`src/rtl/core/slc_pkg.sv`:
```
// Package for the segment rectangle clipper: widths, codes, word and pipeline types.
package slc_pkg;

  localparam int COORD_WIDTH = 16;
  localparam int NUM_WIDTH   = COORD_WIDTH + 1;
  localparam int PROD_WIDTH  = 2 * NUM_WIDTH;
  localparam int QDEPTH      = 4;
  localparam int QPTR        = $clog2(QDEPTH);

  typedef logic signed [COORD_WIDTH-1:0] coord_t;
  typedef logic        [COORD_WIDTH-1:0] mag_t;
  typedef logic signed [NUM_WIDTH-1:0]   num_t;
  typedef logic signed [PROD_WIDTH-1:0]  prod_t;

  localparam coord_t CLIP_LEFT_RST   = coord_t'(0);
  localparam coord_t CLIP_TOP_RST    = coord_t'(0);
  localparam coord_t CLIP_RIGHT_RST  = coord_t'(1023);
  localparam coord_t CLIP_BOTTOM_RST = coord_t'(1023);

  typedef enum logic [1:0] {
    CFG_LEFT   = 2'd0,
    CFG_TOP    = 2'd1,
    CFG_RIGHT  = 2'd2,
    CFG_BOTTOM = 2'd3
  } slc_cfg_t;

  typedef enum logic [1:0] {
    AX_NONE = 2'd0,
    AX_X    = 2'd1,
    AX_Y    = 2'd2
  } slc_axis_t;

  typedef struct packed {
    coord_t start_x;
    coord_t start_y;
    coord_t end_x;
    coord_t end_y;
  } slc_in_t;

  typedef struct packed {
    logic   visible;
    coord_t out_start_x;
    coord_t out_start_y;
    coord_t out_end_x;
    coord_t out_end_y;
  } slc_out_t;

  // per-axis classification
  typedef struct packed {
    logic   zero;
    logic   in_rect;
    mag_t   den;
    num_t   ne;
    num_t   nx;
    coord_t ent;
    coord_t ext;
  } slc_axp_t;

  // front pipeline stage
  typedef struct packed {
    slc_in_t         pt;
    slc_axp_t [1:0]  ax;
    num_t            tmin_n;
    mag_t            tmin_d;
    slc_axis_t       a_axis;
    coord_t          a_bound;
    num_t            tmax_n;
    mag_t            tmax_d;
    slc_axis_t       b_axis;
    coord_t          b_bound;
    logic            ok_x;
    logic            ok_y;
    logic            chk;
    prod_t           p1;
    prod_t           p2;
    prod_t           p3;
    prod_t           p4;
  } slc_fst_t;

  // queued job between front and back
  typedef struct packed {
    logic      ok;
    slc_in_t   pt;
    slc_axis_t a_axis;
    coord_t    a_bound;
    mag_t      tmin_n;
    mag_t      tmin_d;
    slc_axis_t b_axis;
    coord_t    b_bound;
    mag_t      tmax_n;
    mag_t      tmax_d;
  } slc_job_t;

  // one endpoint in the divider pipeline
  typedef struct packed {
    slc_axis_t axis;
    coord_t    bound;
    coord_t    base;
    logic      neg;
    mag_t      den;
    mag_t      rem;
    mag_t      lo;
  } slc_ep_t;

  typedef struct packed {
    logic    ok;
    slc_in_t pt;
    slc_ep_t a;
    slc_ep_t b;
  } slc_bst_t;

  function automatic num_t to_num(mag_t m);
    return num_t'({1'b0, m});
  endfunction

endpackage

```
`src/rtl/core/slc_queue.sv`:
```
// Short job queue between the front end and the back end.
module slc_queue import slc_pkg::*; (
  input  logic     clk,
  input  logic     rst,
  input  logic     push,
  input  slc_job_t wr_job,
  output logic     full,
  input  logic     pop,
  output logic     empty,
  output slc_job_t rd_job
);

  slc_job_t        mem [QDEPTH];
  logic [QPTR-1:0] wr_ptr, rd_ptr;
  logic [QPTR:0]   count;

  assign full   = count == (QPTR+1)'(QDEPTH);
  assign empty  = count == '0;
  assign rd_job = mem[rd_ptr];

  always_ff @(posedge clk) begin
    if (push) mem[wr_ptr] <= wr_job;
  end

  always_ff @(posedge clk) begin
    if (rst) begin
      wr_ptr <= '0;
      rd_ptr <= '0;
      count  <= '0;
    end else begin
      if (push) wr_ptr <= wr_ptr + 1'b1;
      if (pop)  rd_ptr <= rd_ptr + 1'b1;
      if (push && !pop)      count <= count + 1'b1;
      else if (pop && !push) count <= count - 1'b1;
    end
  end

`ifndef SYNTHESIS
  a_cnt_bound: assert property (@(posedge clk) disable iff (rst)
    count <= (QPTR+1)'(QDEPTH)) else $error("queue count overflow");
  a_no_overrun: assert property (@(posedge clk) disable iff (rst)
    !(push && full) && !(pop && empty)) else $error("queue overrun");
  a_cnt_inc: assert property (@(posedge clk) disable iff (rst)
    (push && !pop) |=> count == $past(count) + 1'b1) else $error("queue count");
`endif

endmodule

```
`config.mk`:
```
export PLATFORM = sky130hd
export DESIGN_NAME = slc_queue
export DESIGN_NICKNAME = d
export VERILOG_FILES = /design/src/rtl/core/slc_pkg.sv /design/src/rtl/core/slc_queue.sv
export SDC_FILE = /design/constraint.sdc
export NUM_CORES = 1
export LEC_CHECK = 0
export ABC_AREA = 1
export BUFFER_PORTS_ARGS = -buffer_cell sky130_fd_sc_hd__buf_2
export CORE_MARGIN = 2
export CORE_UTILIZATION = 60
export CTS_CLUSTER_DIAMETER = 120
export DETAILED_ROUTE_END_ITERATION = 7
export PLACE_DENSITY_LB_ADDON = 0.08
export REMOVE_ABC_BUFFERS = 1
export SLEW_MARGIN = 20
export SYNTH_ARGS = -nofsm -noshare
export SYNTH_HDL_FRONTEND = slang
export SYNTH_SLANG_ARGS = --single-unit
```
`constraint.sdc`:
```
create_clock -name clk -period 7.3 [get_ports clk]
set_input_delay 1.46 -clock clk [delete_from_list [all_inputs] [get_ports clk]]
set_output_delay 1.46 -clock clk [all_outputs]
set_load 0.02 [all_outputs]
```
== Word level (Yosys, flattened, before mapping) ==
Memories as Yosys holds them, arrays and structs flattened. A register that Yosys moved wholly into a read port is not among the register bits.
Cells that the tools add are included.

* Add/subtract/negate cells: 4
* Eq/ne operators: 1
* Reduce and logical (&&, ||, !) cells: 6
* Mux-type cells: 6

{| class="wikitable"
|+ Operators with widths
! operator !! count
|-
| $mux W3 || 2
|-
| $add A2 B1 Y2 const B || 2
|-
| $mux W2 || 2
|-
| $add A3 B1 Y3 const B || 1
|-
| $eq A3 B3 Y1 const B || 1
|-
| $logic_not A3 Y1 || 1
|-
| $sub A3 B1 Y3 const B || 1
|-
| $logic_and A1 B1 Y1 || 2
|-
| $logic_not A1 Y1 || 2
|-
| $mux W1 || 2
|-
| $reduce_bool A2 Y1 || 1
|}

* Bits of input ports: 169
* Output and inout bits: 167
* Memories kept: 1
* RAM bits: 660
* Word-level logic and storage cells: 21
* Register bits after elaboration: 7

{| class="wikitable"
|+ Memories
! memory !! depth !! width !! rd ports !! clocked after Yosys merged registers in !! write ports !! RTL line !! source
|-
| mem || 4 || 165 || 1 || 1 || 1 || slc_queue.sv:13 || <nowiki>slc_job_t mem [QDEPTH];</nowiki>
|}

== Depth between registers and ports, before layout ==
* Depth after elaboration: 4
* Mapped depth: 10
* Depth with buffers taken out: 10

== Worst setup path before layout ==
No wires, ideal clock.

* Path type: in2reg
* Start point: in push
* End point: mem mem[2][0] (netlist bit) (enable)
* Stages: 2
* Arrival: 4.665 ns
* Slack: 2.117 ns
* Path buffers: 0
* Library setup time: 0.517 ns
* Data required time: 6.783 ns
* Path through: nand2_1 inv_1

* Longest elaborated chain between the ends: 2

{| class="wikitable"
|+ RTL lines
! what !! RTL line !! source
|-
| start: declaration || slc_queue.sv:5 || <nowiki>input logic push,</nowiki>
|-
| $mux W1 || slc_queue.sv:22 || <nowiki>if (push) mem[wr_ptr] <= wr_job;</nowiki>
|-
| $mux W1 (implied by the code) || slc_queue.sv:22 ||
|-
| end: declaration || slc_queue.sv:13 ||
|}

No other way between the ends.

==> insert_results.sql <==
INSERT INTO impl_metrics (metric_group, metric, value, unit) VALUES
('yosys', 'synthXorXnorAreaFrac', '0.000352', ''),
('floorplan', 'placementRows', '74', ''),
('yosys', 'synth-compound-area-share', '0.109', ''),
('floorplan', 'start_util', '0.609', ''),
('floorplan', 'floorplan.die_area', '43200', 'sq um'),
('cts', 'tritoncts', 'done', ''),
('drt', 'wl', '53200', 'um'),
('pwr', 'power_switching', '0.00199', 'W'),
('global_route', 'grt_use_met2', '0.374', ''),
('yosys', 'ys_dominant_reg_cell', 'edfxtp_1', ''),
('cts', 'cts_hold_buffers', '0', ''),
('pwr', 'share_clk_of_total_power', '0.377', ''),
('yosys', 'synth_area_leader_cell', 'edfxtp_1', ''),
('yosys', 'synthMuxAreaShare', '0', ''),
('pwr', 'cellLeakagePower', '10.0', 'nW'),
('pwr', 'seqPwrFrac', '0.524', ''),
('placement', 'globalplace.congestion', '0.760', ''),
('worst_setup_path', 'worst-r2r-setup-slack', '4.69', 'ns'),
('global_route', 'grt_first_pass_wirelength', '80200', 'um'),
('yosys', 'synthTopCellsByArea', 'edfxtp_1 (80%), o21ai_0 (5.4%), nor2_1 (5.1%), o22ai_1 (4.1%), buf_6 (1.5%)', ''),
('global_route', 'busiest_layer', 'met2', ''),
('yosys', 'synth.avg_cell_area', '15.1', 'sq um'),
('worst_setup_path', 'critPathRequiredTime', '5.84', 'ns'),
('timing', 'maxClockFrequency', '0.225', 'GHz'),
('cells_and_area', 'finalNetCount', '2138', ''),
('run', 'drv_cap', '0', ''),
('placement', 'placed_instances', '2426', ''),
('worst_setup_path', 'worstPathMaxFanout', '140', ''),
('global_route', 'grt.met1_usage', '0.334', ''),
('global_route', 'met3_usage', '0.0614', ''),
('yosys', 'edff_count_synth', '660', ''),
('placement', 'standard_cell_area_after_detailed_placement', '26700', 'sq um'),
('worst_setup_path', 'criticalPathCategory', 'flip-flop to output port', ''),
('cells_and_area', 'fraction_of_layout_instances_using_a_drive_strength_above_1', '0.222', ''),
('global_route', 'grt_max_degree', '224', ''),
('worst_setup_path', 'startpoint_type', 'flip-flop', ''),
('drt', 'detail_route.wl_per_cell', '20.8', 'um'),
('global_route', 'grt_overflow', '0', ''),
('timing', 'final-hold-violation-count', '0', ''),
('pwr', 'vdd.ir_drop.worst', '0.234', 'mV'),
('yosys', 'synth_seq_area_share', '0.803', ''),
('timing', 'setup_viol_count_final', '0', ''),
('timing', 'final_min_period_over_clock_period', '0.610', ''),
('timing', 'slew_viol_final', '0', ''),
('placement', 'numPortBuffers', '335', ''),
('run_status', 'run_status', 'completed', ''),
('yosys', 'synth.ff_latch_count', '669', ''),
('yosys', 'synth_cell_type_count', '21', ''),
('yosys', 'synth_warnings', '0', ''),
('drt', 'number_of_drc_violations_after_detailed_routing', '0', ''),
('drt', 'detail_route.first_pass.iterations', '5', ''),
('cts', 'clock_sinks', '669', ''),
('drt', 'detail_route.iter0.violations', '1095', ''),
('global_route', 'number_of_global_route_vias_before_repair', '14200', ''),
('cts', 'post_cts.repair.setup_buffers', '0', ''),
('global_route', 'grt_util_all_layers', '0.241', ''),
('cts', 'clkTransAtPathRegs', '0.06', 'ns'),
('cells_and_area', 'instances_no_fill', '2556', ''),
('pwr', 'cellPowerDensity', '294', 'nW/um^2'),
('drt', 'number_of_nets_with_antenna_violations_after_routing', '0', ''),
('yosys', 'main_combinational_cell_family_by_area_after_synthesis', 'compound AO/OA/AOI/OAI gates', ''),
('timing', 'tightest_slew', '0.996', 'ns'),
('worst_setup_path', 'worst_setup_path_end_kind', 'output port', ''),
('timing', 'slew_headroom', '0.336', ''),
('placement', 'dpl.hpwl', '28600', 'um'),
('yosys', 'syn_inst', '1654', ''),
('yosys', 'postSynth.asyncResetShare', '0', ''),
('cells_and_area', 'layout-area-overhead-vs-synth', '15.6', '%'),
('floorplan', 'dieHeight', '208', 'um'),
('timing', 'clock_skew', '0.0228', 'ns'),
('cells_and_area', 'post-route-cell-area', '28800', 'sq um');
-- final cells by class --
type	instances	area [sq um]
fill	2793	12100
clock buffer	76	1750
inverter	17	93.8
tap	532	666
multi-input combinational	859	4130
timing repair buffer	349	1830
sequential	669	20000
clock inverter	38	275
antenna	16	40.0
-- placed cells by master (no fill, tap or decap), types with 2 or more instances in the layout --
cell,Yosys,layout
edfxtp_1,660,660
nor2_1,336,336
buf_2,15,335
o21ai_0,268,268
o22ai_1,165,165
clkbuf_16,0,69
o21ai_1,67,67
clkinv_1,0,18
diode_2,0,16
clkinv_2,0,14
inv_1,16,11
buf_4,1,10
nand2_1,9,9
clkbuf_1,57,7
dfxtp_1,9,7
inv_6,0,6
ha_1,5,5
bufinv_16,0,4
buf_12,0,4
a21oi_1,3,3
nor3_1,2,2
dfxtp_4,0,2
-- per-layer routing --
layer  vias to the layer above  wire [um]
li1                       6903          -
met1                      7327      22100
met2                       466      25300
met3                       107       4180
met4                        14       1590
met5                         -         86
-- stage by stage --
| step | setup WS (ns) | power, W | setup TNS [ns] | utilization |
|---|---|---|---|---|
| finish | 2.85 | 0.00847 | 0 | 0.704 |
| global route | 2.62 | 0.00875 | 0 | 0.703 |
| CTS | 2.80 | 0.00853 | 0 | 0.703 |
| detailed placement | 3.42 | 0.00536 | 0 | 0.653 |
| global placement | 3.52 | 0.00534 | 0 | 0.653 |
| floorplan | -2.00 | 0.00502 | -324.50 | - |
-- power groups by stage --
stage,registers (W),logic [W],clock network [W]
final,0.00444,0.000839,0.00319
after global routing,0.00445,0.000909,0.00340
after CTS,0.00444,0.000845,0.00325
after detailed placement,0.00452,0.000842,0
after global placement,0.00451,0.000828,0
after floorplan,0.00456,0.000466,0
-- flip-flops by register name (all words and copies together), names as in the netlist, named ones only --
register	count
mem	660
count	3
rd_ptr	2
wr_ptr	2
-- path summary, 6_finish.rpt --
kind                                start     endpoint  depth (start not counted)
worst min register to register  rd_ptr[1]    flip-flop                          1
worst min-delay path            rd_ptr[1]    flip-flop                          1
worst max register to register  wr_ptr[0]  mem[2][123]                          5
worst max-delay path            flip-flop   rd_job[14]                          5
-- worst max-delay path, cell delays in order (launching register included) --
cell and delay [ns]:
dfxtp_4 0.47, inv_8 0.56, buf_4 0.66, o21ai_0 0.18, o22ai_1 0.22, buf_2 0.21
-- cells by family after synthesis --
kind of cell               Yosys count
AOI/OAI and AO/OA                  503
xor gates and xnor gates             1
adders and majority gates            6
buffers and inverters              126
DFF                                669
and+or+nand+nor                    349
(Power assumes the default switching activity.)
